**config.mk**
```make
export PLATFORM = sky130hd
export DESIGN_NAME = euc_queue
export DESIGN_NICKNAME = d
export VERILOG_FILES = /design/src/rtl/euc_pkg.sv /design/src/rtl/euc_queue.sv
export SDC_FILE = /design/constraint.sdc
export NUM_CORES = 1
export LEC_CHECK = 0
export BUFFER_PORTS_ARGS = -buffer_cell sky130_fd_sc_hd__buf_4
export CORE_MARGIN = 10
export CORE_UTILIZATION = 52
export DETAILED_ROUTE_END_ITERATION = 12
export MAX_ROUTING_LAYER = met4
export PLACE_DENSITY = 0.79
export SYNTH_ARGS = -nofsm -noshare
export SYNTH_HDL_FRONTEND = slang
export SYNTH_SLANG_ARGS = --single-unit
```
**constraint.sdc**
```tcl
create_clock -name i_clk -period 4.25 [get_ports i_clk]
set_input_delay 0.425 -clock i_clk [delete_from_list [all_inputs] [get_ports i_clk]]
set_output_delay 0.425 -clock i_clk [all_outputs]
set_load 0.1 [all_outputs]
```
**src/rtl/euc_pkg.sv**
```systemverilog
// Package with shared widths, constants and types for the Euclidean spanning tree block.
`timescale 1ns / 1ps
package euc_pkg;
    localparam int MAX_POINTS  = 64;
    localparam int COORD_BITS  = 16;
    localparam int FRAC_BITS   = 8;
    localparam int QUEUE_DEPTH = 2;

    localparam int IDX_W   = 6;
    localparam int CNT_W   = 7;
    localparam int DIFF_W  = COORD_BITS + 1;
    localparam int SQ_W    = 2 * DIFF_W;
    localparam int COST_W  = 2 * COORD_BITS + 4;
    localparam int RAD_W   = COST_W + 2 * FRAC_BITS;
    localparam int ROOT_W  = RAD_W / 2;
    localparam int EDGE_W  = 26;
    localparam int TOTAL_W = 32;
    localparam int XYZ_W   = 3 * COORD_BITS;

    // One queue entry: a classified input item.
    typedef struct packed {
        logic                  wr;
        logic [IDX_W-1:0]      addr;
        logic [COORD_BITS-1:0] x;
        logic [COORD_BITS-1:0] y;
        logic [COORD_BITS-1:0] z;
        logic                  last;
        logic [CNT_W-1:0]      n;
        logic                  dropped;
    } t_job;

    typedef struct packed {
        logic [IDX_W-1:0]   vertex;
        logic [IDX_W-1:0]   parent;
        logic               has_parent;
        logic [EDGE_W-1:0]  edge_len;
        logic [TOTAL_W-1:0] total;
        logic               overflow;
        logic               last_edge;
    } t_result;
endpackage

```
**src/rtl/euc_queue.sv**
```systemverilog
// Short queue of classified items between the front end and the tree engine.
`timescale 1ns / 1ps
module euc_queue (
    input  logic          i_clk,
    input  logic          i_rst_n,
    input  logic          i_push,
    input  euc_pkg::t_job i_job,
    input  logic          i_pop,
    output logic          o_full,
    output logic          o_empty,
    output euc_pkg::t_job o_job
);
    localparam int PTR_W = $clog2(euc_pkg::QUEUE_DEPTH);
    localparam int FILL_W = $clog2(euc_pkg::QUEUE_DEPTH + 1);

    euc_pkg::t_job     r_slot [euc_pkg::QUEUE_DEPTH];
    logic [PTR_W-1:0]  r_wp;
    logic [PTR_W-1:0]  r_rp;
    logic [FILL_W-1:0] r_fill;

    assign o_full  = r_fill == FILL_W'(euc_pkg::QUEUE_DEPTH);
    assign o_empty = r_fill == '0;
    assign o_job   = r_slot[r_rp];

    always_ff @(posedge i_clk) begin
        if (i_push) begin
            r_slot[r_wp] <= i_job;
        end
    end

    always_ff @(posedge i_clk) begin
        if (!i_rst_n) begin
            r_wp   <= '0;
            r_rp   <= '0;
            r_fill <= '0;
        end else begin
            if (i_push) begin
                r_wp <= (r_wp == PTR_W'(euc_pkg::QUEUE_DEPTH - 1)) ? '0 : r_wp + 1'b1;
            end
            if (i_pop) begin
                r_rp <= (r_rp == PTR_W'(euc_pkg::QUEUE_DEPTH - 1)) ? '0 : r_rp + 1'b1;
            end
            r_fill <= r_fill + FILL_W'(i_push) - FILL_W'(i_pop);
        end
    end

    assert property (@(posedge i_clk) disable iff (!i_rst_n)
        r_fill <= FILL_W'(euc_pkg::QUEUE_DEPTH))
        else $error("queue fill beyond depth");
    assert property (@(posedge i_clk) disable iff (!i_rst_n)
        o_full |-> !i_push)
        else $error("push into a full queue");
    assert property (@(posedge i_clk) disable iff (!i_rst_n)
        o_empty |-> !i_pop)
        else $error("pop from an empty queue");
endmodule

```
======== After elaboration in Yosys (flattened, before gate mapping) ========
Memory sizes are Yosys's and may differ from the RTL's. A register that Yosys moved wholly into a read port is not among the register bits.
Cells that the tools add are included.
storage, ports and cells
  register bits ........................... 4
  output and inout port bits .............. 66
  word-level logic and storage cells ...... 16
  memories kept ........................... 1
  bits of input ports ..................... 68
  memory bits (writable) .................. 128
memories
  memory  depth  bits a word  read ports  clocked after memory_dff  wr ports  line             source
  r_slot  2      64           1           1                         1         euc_queue.sv:16  euc_pkg::t_job r_slot [euc_pkg::QUEUE_DEPTH];
operators by class
  mux-type cells .......................... 6
  add/sub/neg operators ................... 4
  equality and inequality tests ........... 1
  reductions and logical operators ........ 1
operators by type and width
  kind                                         number
  two-way mux 1 bit                            6
  adder 1 bit (second input constant)          2
  adder 2 x 1 -> 2 bit                         1
  equality test 2 bit (second input constant)  1
  logical NOT 2 bit                            1
  subtractor 2 x 1 -> 2 bit                    1

======== Logic depth before layout (Yosys ltp) ========
  word-level depth ........................ 4
  gate-level depth with buffers ........... 6

======== Worst setup path after synthesis ========
Ideal clock, no wire load.
  kind .................................... input-to-reg
  from .................................... in i_push
  to ...................................... mem r_slot[0][0] in the netlist's numbering, enable pin
  data required time ...................... 3.755 ns
  slack ................................... 0.485 ns
  arrival ................................. 3.270 ns
  cell stages on the path ................. 1
  path buffers ............................ 0
  path through ............................ nor2b_1
between the ends
  cells in the longest elaborated chain, start to end .. 2
ends and longest elaborated chain
  what                                     line             source
  start: declaration                       euc_queue.sv:6   input logic i_push,
  two-way mux 1 bit                        euc_queue.sv:26  if (i_push) begin
  two-way mux 1 bit (implied by the code)  euc_queue.sv:27  r_slot[r_wp] <= i_job;
  end: declaration                         euc_queue.sv:16
No other way between the ends.

==> impl_metrics.py <==
metrics = {
    "place": {
        "place_inst": 482,
        "gp_congestion": 0.7178,
        "dp_slack_ns": 1.852,
        "placed_area_um2": 6216,
        "port_buffers": 133,
        "dpl.hpwl_um": 6420,
    },
    "detailed_routing": {
        "vias": 2430,
        "wl_per_cell_um": 18.23,
        "routed_wl_um": 9370,
        "drtPass1Iterations": 4,
        "drtIter0Drc": 81,
        "ant_nets": 0,
        "routed_via_density": 4.728,
        "drc": 0,
    },
    "cells_and_area": {
        "insertedDiodeCount": 0,
        "multi_input_area_um2": 1074,
        "nNetsFinal": 438,
        "final_common_cell": "buf_4",
        "fin_area_um2": 6759,
        "regArea_um2": 3948,
        "final_core_util_pct": 69.47,
        "fill_cells": 648,
        "area_growth_pct": 31.34,
        "instances_no_fill": 514,
        "final_cell_mix": "136 x buf_4, 128 x edfxtp_1, 60 x mux2_4, 16 x clkbuf_16, 7 x clkbuf_1",
        "drive_above_1_share_pct": 59.84,
    },
    "outcome": {
        "status": "complete, no violations",
    },
    "grt": {
        "grt_pass1_vias": 2779,
        "grt_pass1_wl_um": 14280,
        "antenna_found_initial": 0,
        "globalRouteOverflowTotal": 0,
        "grt_max_degree": 65,
        "track_usage_pct": 13.55,
    },
    "clock_network": {
        "clock_latency_ns": 0.50,
        "clock-sinks": 133,
        "tritoncts": "yes",
        "cts.clk_slew.worst_paths_ns": 0.06,
        "hold_buffers": 0,
        "cts_buffer_depth": 2,
        "cts_setup_buffers": 0,
        "htree_levels": 4,
        "clockRootBuffer": "clkbuf_8",
        "cts_resized": 0,
        "numCtsBuffers": 17,
    },
    "timing": {
        "finClkSkew_ns": 0.005108,
        "setup-violations-final": 0,
        "worst_pin_slew_ns": 0.9550,
        "slew_violations": 0,
        "timing.setup.tns_ns": 0,
        "rsz0062_at_grt": "false",
        "fin_crit_sh_pct": 67.45,
        "hold_violations": 0,
        "timing.final.crit_period_ns": 2.867,
        "max_clock_freq_mhz": 348.8,
        "slew_headroom_pct": 36.20,
        "fin_ws_ns": 1.383,
    },
    "worst_setup_path": {
        "cp_cell_sequence": "buf_4 > mux2_4 > buf_4",
        "critical-path-max-stage-delay_ns": 0.95,
        "worstSetupPathType": "reg -> out",
        "worstSetupStartpointType": "register",
        "worstPathMaxFanout": 51,
        "crit_arrival_ns": 2.44,
        "r2r_start": "r_wp",
        "critPathSlowestCell": "dfxtp_4",
        "end_kind": "primary output",
        "crit_required_ns": 3.83,
        "cpMostUsedCell": "buf_4",
    },
    "min_path": {
        "worstHoldStart": "i_job[45]",
        "holdCritPathClass": "in -> reg",
    },
    "synth": {
        "synth_warnings": 0,
        "ys_seq_area_share_pct": 76.64,
        "syn_inst": 220,
        "avgSynthCellArea_um2": 23.39,
        "synth_nets": 290,
        "ys_ff_latch": 133,
        "syn_area_um2": 5146,
        "synth.distinct_cells": 14,
    },
    "power_and_ir_drop": {
        "p_clk_share_pct": 35.1,
        "ir_worst_vdd_uv": 354.3,
        "p_int_uw": 2595,
        "p_sw_uw": 1125,
        "pwr-share-comb_pct": 22.8,
        "leakagePower_uw": 0.002698,
        "power_density_nw_per_um2": 550.4,
        "seqPwrFrac_pct": 42.0,
        "p_sw_share_pct": 30.24,
    },
    "floorplan": {
        "core_um2": 9729,
        "initial_core_util_pct": 52.89,
        "dieArea_um2": 14280,
        "io_pins": 134,
        "die_w_um": 119.5,
        "die_h_um": 119.5,
        "std_cell_rows": 36,
    },
    "job": {
        "cap_viol_max_count": 0,
    },
}
## cells by family (layout without fill, tap and decap cells)
| group | count (synthesis) | after routing | synth area share, % |
|---|---|---|---|
| AO/OA/AOI/OAI | 1 | 1 | 0.1459 |
| XOR/XNOR | 2 | 2 | 0.6078 |
| adder cells (fa/ha/maj) | 2 | 2 | 0.4862 |
| buffers and inverters | 9 | 170 | 2.699 |
| flip-flops | 133 | 133 | 76.64 |
| multiplexers | 64 | 64 | 18.38 |
| AND/OR/NAND/NOR | 9 | 9 | 1.045 |
## power groups by stage
stage / registers (uW) / clock network [uW] / logic [uW]
2_1_floorplan: 1560 / 0 / 721
3_3_place_gp: 1590 / 0 / 850
3_5_place_dp: 1590 / 0 / 857
4_1_cts: 1570 / 1340 / 859
5_1_grt: 1570 / 1400 / 877
6_report: 1560 / 1310 / 850
## state kept, by name (all words and copies together), names as in the netlist, named ones only
name	flops
r_fill	2
r_rp	1
r_slot	128
r_wp	1
## worst max-delay path: cells and delay by family, from the launching register on
kind                   cells  cell delay (ns)
flip-flops                 1             0.95
multiplexers               1             0.33
buffers and inverters      2             0.64
## through the flow
stage	total power, uW	hold slack (ns)
2_1_floorplan	2283	0.5239
3_3_place_gp	2436	0.5556
3_5_place_dp	2448	0.5745
4_1_cts	3759	0.07391
5_1_grt	3848	0.06785
6_report	3720	0.1007
## path summary, 6_finish.rpt
| path | end | slack [ns] | depth (start not counted) |
|---|---|---|---|
| max | o_job[55] | 1.38 | 3 |
| min | r_slot[1][45] | 0.10 | 1 |
| max reg2reg | r_slot[0][36] | 2.30 | 2 |
| min reg2reg | register | 0.59 | 2 |
## cell usage after synthesis
cell / number / area (um^2)
xnor3_1: 1 / 22.52
nor2_1: 1 / 3.750
xor2_1: 1 / 8.760
buf_12: 6 / 120.1
inv_1: 2 / 7.510
dfxtp_1: 5 / 100.1
nor2b_1: 4 / 25.02
buf_6: 1 / 11.26
edfxtp_1: 128 / 3844
o21a_1: 1 / 7.510
and2_1: 4 / 25.02
ha_1: 2 / 25.02
mux2_4: 60 / 900.9
mux2_2: 4 / 45.04
## layout make-up
class / instances / share of cell area (%)
multi-input combinational: 78 / 15.88
sequential: 133 / 58.40
tap: 133 / 2.462
clock buffer: 28 / 7.331
timing repair buffer: 136 / 15.11
clock inverter: 4 / 0.7034
inverter: 2 / 0.1111
## per-layer routing
metal  global-route usage, %  wire [um]
met4                   5.958        103
met1                   14.69       3869
met2                   21.70       4822
met3                   5.338        574
met5                       -          0
Power figures use the tool's default switching activity.
