--- src/rtl/euc_pkg.sv ---
// Package with shared widths, constants and types for the Euclidean spanning tree block.
`timescale 1ns / 1ps
package euc_pkg;
    localparam int MAX_POINTS  = 64;
    localparam int COORD_BITS  = 16;
    localparam int FRAC_BITS   = 8;
    localparam int QUEUE_DEPTH = 2;

    localparam int IDX_W   = 6;
    localparam int CNT_W   = 7;
    localparam int DIFF_W  = COORD_BITS + 1;
    localparam int SQ_W    = 2 * DIFF_W;
    localparam int COST_W  = 2 * COORD_BITS + 4;
    localparam int RAD_W   = COST_W + 2 * FRAC_BITS;
    localparam int ROOT_W  = RAD_W / 2;
    localparam int EDGE_W  = 26;
    localparam int TOTAL_W = 32;
    localparam int XYZ_W   = 3 * COORD_BITS;

    // One queue entry: a classified input item.
    typedef struct packed {
        logic                  wr;
        logic [IDX_W-1:0]      addr;
        logic [COORD_BITS-1:0] x;
        logic [COORD_BITS-1:0] y;
        logic [COORD_BITS-1:0] z;
        logic                  last;
        logic [CNT_W-1:0]      n;
        logic                  dropped;
    } t_job;

    typedef struct packed {
        logic [IDX_W-1:0]   vertex;
        logic [IDX_W-1:0]   parent;
        logic               has_parent;
        logic [EDGE_W-1:0]  edge_len;
        logic [TOTAL_W-1:0] total;
        logic               overflow;
        logic               last_edge;
    } t_result;
endpackage

--- src/rtl/euc_front.sv ---
// Front end: counts stored points, flags dropped ones and builds queue entries.
`timescale 1ns / 1ps
module euc_front (
    input  logic                           i_clk,
    input  logic                           i_rst_n,
    input  logic                           i_push,
    input  logic [euc_pkg::COORD_BITS-1:0] i_x,
    input  logic [euc_pkg::COORD_BITS-1:0] i_y,
    input  logic [euc_pkg::COORD_BITS-1:0] i_z,
    input  logic                           i_last,
    input  logic                           i_q_full,
    output logic                           o_q_push,
    output euc_pkg::t_job                  o_job
);
    logic [euc_pkg::CNT_W-1:0] r_count;
    logic                      r_dropped;
    logic                      n_room;

    assign n_room   = r_count < euc_pkg::CNT_W'(euc_pkg::MAX_POINTS);
    assign o_q_push = i_push && !i_q_full;

    always_comb begin
        o_job.wr      = n_room;
        o_job.addr    = r_count[euc_pkg::IDX_W-1:0];
        o_job.x       = i_x;
        o_job.y       = i_y;
        o_job.z       = i_z;
        o_job.last    = i_last;
        o_job.n       = n_room ? r_count + 1'b1 : r_count;
        o_job.dropped = r_dropped || !n_room;
    end

    always_ff @(posedge i_clk) begin
        if (!i_rst_n) begin
            r_count   <= '0;
            r_dropped <= 1'b0;
        end else if (o_q_push) begin
            if (i_last) begin
                r_count   <= '0;
                r_dropped <= 1'b0;
            end else begin
                r_count   <= o_job.n;
                r_dropped <= o_job.dropped;
            end
        end
    end
endmodule

--- config.mk ---
export PLATFORM = sky130hd
export DESIGN_NAME = euc_front
export DESIGN_NICKNAME = d
export VERILOG_FILES = /design/src/rtl/euc_pkg.sv /design/src/rtl/euc_front.sv
export SDC_FILE = /design/constraint.sdc
export NUM_CORES = 1
export LEC_CHECK = 0
export ABC_AREA = 1
export BUFFER_PORTS_ARGS = -buffer_cell sky130_fd_sc_hd__buf_4
export CAP_MARGIN = 20
export CORE_MARGIN = 5
export CORE_UTILIZATION = 29
export CTS_CLUSTER_DIAMETER = 30
export DETAILED_ROUTE_END_ITERATION = 10
export PLACE_DENSITY = 0.86
export SLEW_MARGIN = 20
export SYNTH_ARGS = -nofsm -noshare
export SYNTH_HDL_FRONTEND = slang
export SYNTH_SLANG_ARGS = --single-unit
--- constraint.sdc ---
create_clock -name i_clk -period 1 [get_ports i_clk]
set_input_delay 0.1 -clock i_clk [delete_from_list [all_inputs] [get_ports i_clk]]
set_output_delay 0.1 -clock i_clk [all_outputs]
set_load 0.02 [all_outputs]
Yosys cells after proc, flatten, opt, wreduce, memory -nomap -nowiden
Cells that the tools add are included.
- bits in registers: 8
- output and inout bits: 65
- add/sub/neg operators: 1
- $lt $le $gt $ge: 1
- muxes and demuxes: 3
- reduce and logical (&&, ||, !) cells: 4
- operators by type and width (kind ; count):
    7-bit 2-to-1 mux ; 2
    7-bit by 1-bit adder with 7-bit output (second input constant) ; 1
    7-bit less-than comparator (second input constant) ; 1
    1-bit logical NOT ; 2
    1-bit logical AND ; 1
    1-bit logical OR ; 1
    1-bit 2-to-1 mux ; 1

Logic depth before layout (Yosys ltp)
Gate-level depths: netlist of the first run.
- depth after elaboration: 4
- depth in mapped cells: 8

Worst setup path after synthesis of the first run
Ideal clock, no wire load.
- kind: register -> register
- from: register r_count[0] (netlist bit)
- to: register r_count[4] (netlist bit)
- arrival: 1.162 ns
- path slack: -0.231 ns
- stages on the path, launching flop included: 8
- period minus slack after synthesis: 1.231 ns
- cell sequence: dfxtp_1 > ha_1 > inv_1 > nor2_2 > nand4_1 > nand2_1 > nand2_1 > a21oi_1
- RTL lines (element ; RTL line ; source):
    start, declared ; euc_front.sv:15 ; logic [euc_pkg::CNT_W-1:0] r_count;
    start signal, assigned ; euc_front.sv:42 ; r_count <= o_job.n;

==> flow_summary.json, run 1 <==
{
  "die_y_microns": 66.51,
  "place_area_sq_um": 833.3,
  "hold_path_class": "primary input to flip-flop",
  "worst-path-max-fanout": 3,
  "yosysWarningCount": 0,
  "power_density_nw_per_um2": 623.0,
  "pwr-share-clk_pct": 37.6,
  "arrival_ns": 1.23,
  "die-area_sq_um": 4423,
  "syn_avg_cell_area_sq_um": 7.068,
  "status": "finished, violations left",
  "layout_commonest_cell": "buf_6",
  "ys_ff_latch": 8,
  "ant_nets": 0,
  "wl_microns": 1997,
  "ios": 118,
  "vias_per_cell": 4.049,
  "power.leakage_nw": 0.4956,
  "cts.sinks": 8,
  "required_ns": 0.90,
  "synth_ff_type": "dfxtp_1",
  "core_area_sq_um": 3053,
  "synth_top_area_share_pct": 45.41,
  "clockRootBuffer": "clkbuf_4",
  "critPathLaunchType": "flip-flop",
  "peakVddDrop_mv": 0.4376,
  "drc": 0,
  "p_total_w": 0.0007109,
  "gp_congestion": 0.7450,
  "finalSetupViolCount": 16,
  "design_area_sq_um": 1141,
  "syn_inst": 131,
  "die_x_microns": 66.51,
  "hold_buffers": 0,
  "n_antenna_cell": 0,
  "cts_tree": "yes",
  "ys_types": 22,
  "synth_area_leaders": "buf_4, dfxtp_1, nand2_1, a21oi_1, inv_1",
  "grt-ovfl-total": 0,
  "via_count": 660,
  "fin_nets": 174,
  "fmax_ghz": 0.7540,
  "timing.hold.ws_ns": 0.1002,
  "grt_usage_pct": 9.037,
  "hold_viol": 0,
  "drt-initial-drc-count": 11,
  "synthToLayoutAreaGrowth_pct": 23.24,
  "post-route-min-period_ns": 1.326,
  "fin_skew_ns": 0.001718,
  "clock_latency_ns": 0.25,
  "cts_buffers": 3,
  "grt_pass1_vias": 665,
  "worst_slack_ns": -0.3263,
  "clk_path_buf_depth": 2,
  "period_share_pct": 132.6,
  "syn-num-nets": 185,
  "grt_max_degree": 9,
  "rsz0062_at_grt": "yes",
  "syn_area_sq_um": 925.9,
  "numPortBuffers": 21,
  "synth_edf_count": 0,
  "power.internal_w": 0.0005238,
  "relSlewSlack_pct": 75.43,
  "crit_path_end_kind": "output port",
  "synth_top_area_cell": "buf_4",
  "async_flop_share_pct": 0,
  "dr.pass1.iters": 3,
  "placementRows": 20,
  "slew_viol_final": 0,
  "synth-seq-area-share_pct": 17.30,
  "p_switching_w": 0.0001872,
  "grt_pass1_wl_microns": 3098,
  "routedWlPerCell_microns": 12.25,
  "drv_cap": 0,
  "worst_slew_pin_slew_ns": 0.3682,
  "cts_max_level": 1,
  "dp_hpwl_microns": 1263,
  "switching_share_pct": 26.32,
  "clk_pin_slew_worst_paths_ns": 0.06,
  "seqPwrFrac_pct": 44.0,
  "final_cell_mix": "buf_6, buf_4, nand2_1, inv_1",
  "initial_core_util_pct": 30.33,
  "violations": "negative setup slack",
  "p_comb_share_pct": 18.4,
  "final_util_pct": 37.38,
  "drive_gt1_share_pct": 73.95,
  "antenna_found_initial": 0,
  "path_class": "flip-flop to output port"
}
synth_stat cells, types with 2 or more instances:
cell and count:
nor2_2 2, inv_2 2, inv_1 9, nand3_1 4, buf_4 56, and2_1 2, nand2_1 24, nor2_1 3
nand4_1 2, dfxtp_1 8, a21oi_1 7, nor2_4 2
sequential cells by signal, summed over array words and instances (netlist names):
signal and flops:
r_dropped 1, r_count 7
critical path, stage by stage (launching register included):
cell,delay (ns)
dfxtp_4,0.36
ha_4,0.17
a31oi_2,0.21
inv_1,0.07
buf_4,0.16
routing by layer:
metal / part of all wire (%) / up-vias / track usage, %
met2: 51 / 22 / 14.13
li1: - / 326 / -
met1: 37 / 304 / 10.11
met5: 0 / - / 0
met3: 10 / 8 / 5.734
met4: 0.70 / 0 / 2.538
power groups by stage:
| stage | clock (W) | sequential [W] | combinational, W |
|---|---|---|---|
| after floorplan | 0 | 0.000329 | 0.000337 |
| after global placement | 0 | 0.000327 | 0.0000958 |
| after detailed placement | 0 | 0.000327 | 0.0000963 |
| after CTS | 0.000277 | 0.000318 | 0.000123 |
| after global routing | 0.000289 | 0.000313 | 0.000141 |
| final | 0.000267 | 0.000313 | 0.000131 |
path summary, 6_finish.rpt:
path              start    endpoint  slack [ns]  cells past startpoint
max          r_count[1]    o_job[7]       -0.33                      4
min             i_rst_n  r_count[6]        0.10                      3
max reg2reg  r_count[0]  r_count[3]       -0.13                      7
min reg2reg   r_dropped   r_dropped        0.46                      2
cell type report:
cell class,count,area [sq um]
Clock buffer,4,26.28
Fill cell,330,1912
Inverter,12,52.55
Multi-Input combinational cell,54,424.2
Sequential cell,8,181.4
Tap cell,44,55.05
Timing Repair Buffer,41,401.6
logic make-up after synthesis:
family	share of synthesized area (%)
xor gates and xnor gates	0.9461
buffers and inverters	51.76
adders and majority gates	1.351
AOI/OAI and AO/OA	5.540
and+or+nand+nor	23.11
DFF	17.30
timing repair:
action | CTS | global route
cloned | 0 | 0
gates resized for setup | 33 | 32
endpoints found under the setup margin | 17 | 21
pin swaps | 10 | 12
setup buffers | 10 | 6
per-stage QoR:
| step | worst slack [ns] | instances | TNS, ns |
|---|---|---|---|
| after floorplan | -0.07876 | 131 | -0.1447 |
| after global placement | -0.07254 | 150 | -0.3629 |
| after detailed placement | -0.09678 | 150 | -0.5814 |
| after CTS | -0.3305 | 164 | -2.834 |
| after global routing | -0.3908 | 163 | -3.638 |
| final | -0.3263 | 163 | -2.746 |
Note: power is estimated with default switching activity, not from simulation.
==> run 2: changes to the inputs <==
==> constraint.sdc (replaced) <==
create_clock -name i_clk -period 1 [get_ports i_clk]
set_input_delay 0.15 -clock i_clk [delete_from_list [all_inputs] [get_ports i_clk]]
set_output_delay 0.15 -clock i_clk [all_outputs]
set_load 0.02 [all_outputs]
==> flow_summary.json, run 2 (synthesized netlist as in run 1, its figures left out) <==
{
  "slew_viol_final": 0,
  "wl_microns": 1963,
  "drt-initial-drc-count": 6,
  "largestRegisters": "r_count (7), r_dropped (1)",
  "post-route-min-period_ns": 1.388,
  "seq_area_sq_um": 181.4,
  "relSlewSlack_pct": 80.82,
  "n_fill_cell": 341,
  "power.leakage_nw": 0.4807,
  "crit_chain": "ha_4, inv_4, nor2_4, nand2_1, nand2_1, inv_2, buf_6",
  "instances_no_fill": 161,
  "slowest_delay_ns": 0.38,
  "gp_congestion": 0.8443,
  "grt_max_degree": 9,
  "cts_tree": "yes",
  "antenna_found_initial": 0,
  "die-area_sq_um": 4423,
  "finalSetupViolCount": 19,
  "clk_path_buf_depth": 2,
  "vias_per_cell": 4.149,
  "crit_start": "r_count[1]",
  "violations": "negative setup slack",
  "ios": 118,
  "cts_buffers": 3,
  "synthToLayoutAreaGrowth_pct": 18.78,
  "n_antenna_cell": 0,
  "r2r-start": "r_count[1]",
  "clock_latency_ns": 0.26,
  "hold_buffers": 0,
  "final_cell_mix": "buf_6, nand2_1, buf_4",
  "status": "finished, violations left",
  "grt_pass1_wl_microns": 3146,
  "top_register": "r_count",
  "via_count": 668,
  "path_class": "flip-flop to output port",
  "hold_viol": 0,
  "peakVddDrop_mv": 0.4348,
  "critPathLaunchType": "flip-flop",
  "grt-ovfl-total": 0,
  "clk_pin_slew_worst_paths_ns": 0.06,
  "hold_path_class": "primary input to flip-flop",
  "rr_worst_depth": 9,
  "worst_slack_ns": -0.3875,
  "layout_commonest_cell": "buf_6",
  "drive_gt1_share_pct": 70.94,
  "period_share_pct": 138.8,
  "die_y_microns": 66.51,
  "cts_max_level": 1,
  "core_area_sq_um": 3053,
  "crit_path_end_kind": "output port",
  "largest_reg_flops": 7,
  "ant_nets": 0,
  "grt_pass1_vias": 721,
  "cts.sinks": 8,
  "drv_cap": 0,
  "worst-path-max-fanout": 3,
  "required_ns": 0.85,
  "placementRows": 20,
  "routedWlPerCell_microns": 12.19,
  "arrival_ns": 1.24,
  "die_x_microns": 66.51,
  "cp-endpoint": "o_job[3]",
  "dp_hpwl_microns": 1376,
  "drc": 0,
  "grt_usage_pct": 9.520,
  "worst_slew_pin_slew_ns": 0.2874,
  "clockRootBuffer": "clkbuf_4",
  "crit_top_cell": "nand2_1",
  "dr.pass1.iters": 4,
  "rsz0062_at_grt": "yes",
  "numPortBuffers": 21,
  "pre_cts_slack_ns": -0.1481,
  "fin_nets": 172,
  "slowest_stage": "dfxtp_4",
  "fin_skew_ns": 0.006950,
  "placed_cells": 151,
  "timing.rr.end": "r_count[2]",
  "power_density_nw_per_um2": 637.8,
  "r2r_slack_ns": -0.18,
  "multi_input_area_sq_um": 401.6,
  "fmax_ghz": 0.7207,
  "initial_core_util_pct": 30.33
}
## run 2: per-stage QoR
| stage | util [%] | TNS (ns) | area, sq um | hold slack, ns | power [W] |
|---|---|---|---|---|---|
| floorplan | - | -0.1409 | 970.9 | 0.2857 | 0.0006656 |
| global placement | 27.58 | -0.7109 | 842.1 | 0.3001 | 0.0004253 |
| detailed placement | 27.58 | -0.8815 | 842.1 | 0.3001 | 0.0004261 |
| CTS | 33.65 | -3.086 | 1027 | 0.1385 | 0.0007047 |
| global route | 36.02 | -3.941 | 1100 | 0.1819 | 0.0007429 |
| finish | 36.02 | -3.072 | 1100 | 0.1493 | 0.0007015 |
## run 2: worst min-delay path by stage
stage	from	end	slack (ns)	cells past startpoint
6_report	i_rst_n	r_count[6]	0.15	3
2_1_floorplan	i_rst_n	r_count[6]	0.29	2
3_5_place_dp	i_z[4]	o_job[13]	0.30	0
5_1_grt	i_rst_n	r_count[6]	0.18	3
4_1_cts	i_rst_n	r_count[6]	0.14	3
3_3_place_gp	i_z[4]	o_job[13]	0.30	0
## run 2: repair_timing
action | CTS | global route
resized for setup | 36 | 21
buffers inserted | 4 | 3
setup endpoints to repair | 20 | 21
hold endpoints to repair | 0 | 0
pin swaps | 10 | 6
## run 2: critical path, delay by kind of cell, from the launching register on
kind,cells,cell delay (ns)
flip-flops,1,0.38
adder cells (fa/ha/maj),1,0.17
buffers and inverters,3,0.22
AND/OR/NAND/NOR,3,0.21
## run 2: report_power, final
| group | switching, W | total, W | leakage, nW | internal [W] |
|---|---|---|---|---|
| Combinational | 0.0000621 | 0.000116 | 0.396 | 0.0000535 |
| Clock | 0.000120 | 0.000273 | 0.0150 | 0.000153 |
| Sequential | 0.00000346 | 0.000313 | 0.0695 | 0.000309 |
| Total | 0.000186 | 0.000701 | 0.481 | 0.000516 |
## run 2: cell type report
cell class	count	area share (%)
Clock buffer	4	2.389
Inverter	12	4.778
Multi-Input combinational cell	54	36.52
Sequential cell	8	16.50
Tap cell	44	5.006
Timing Repair Buffer	39	34.81
## run 2: per-layer routing
metal	GRT usage, %	up-vias	wire length (microns)
met4	7.614	0	36
met3	4.047	4	187
met5	0	-	0
met1	9.384	311	717
li1	-	322	-
met2	15.49	31	1022
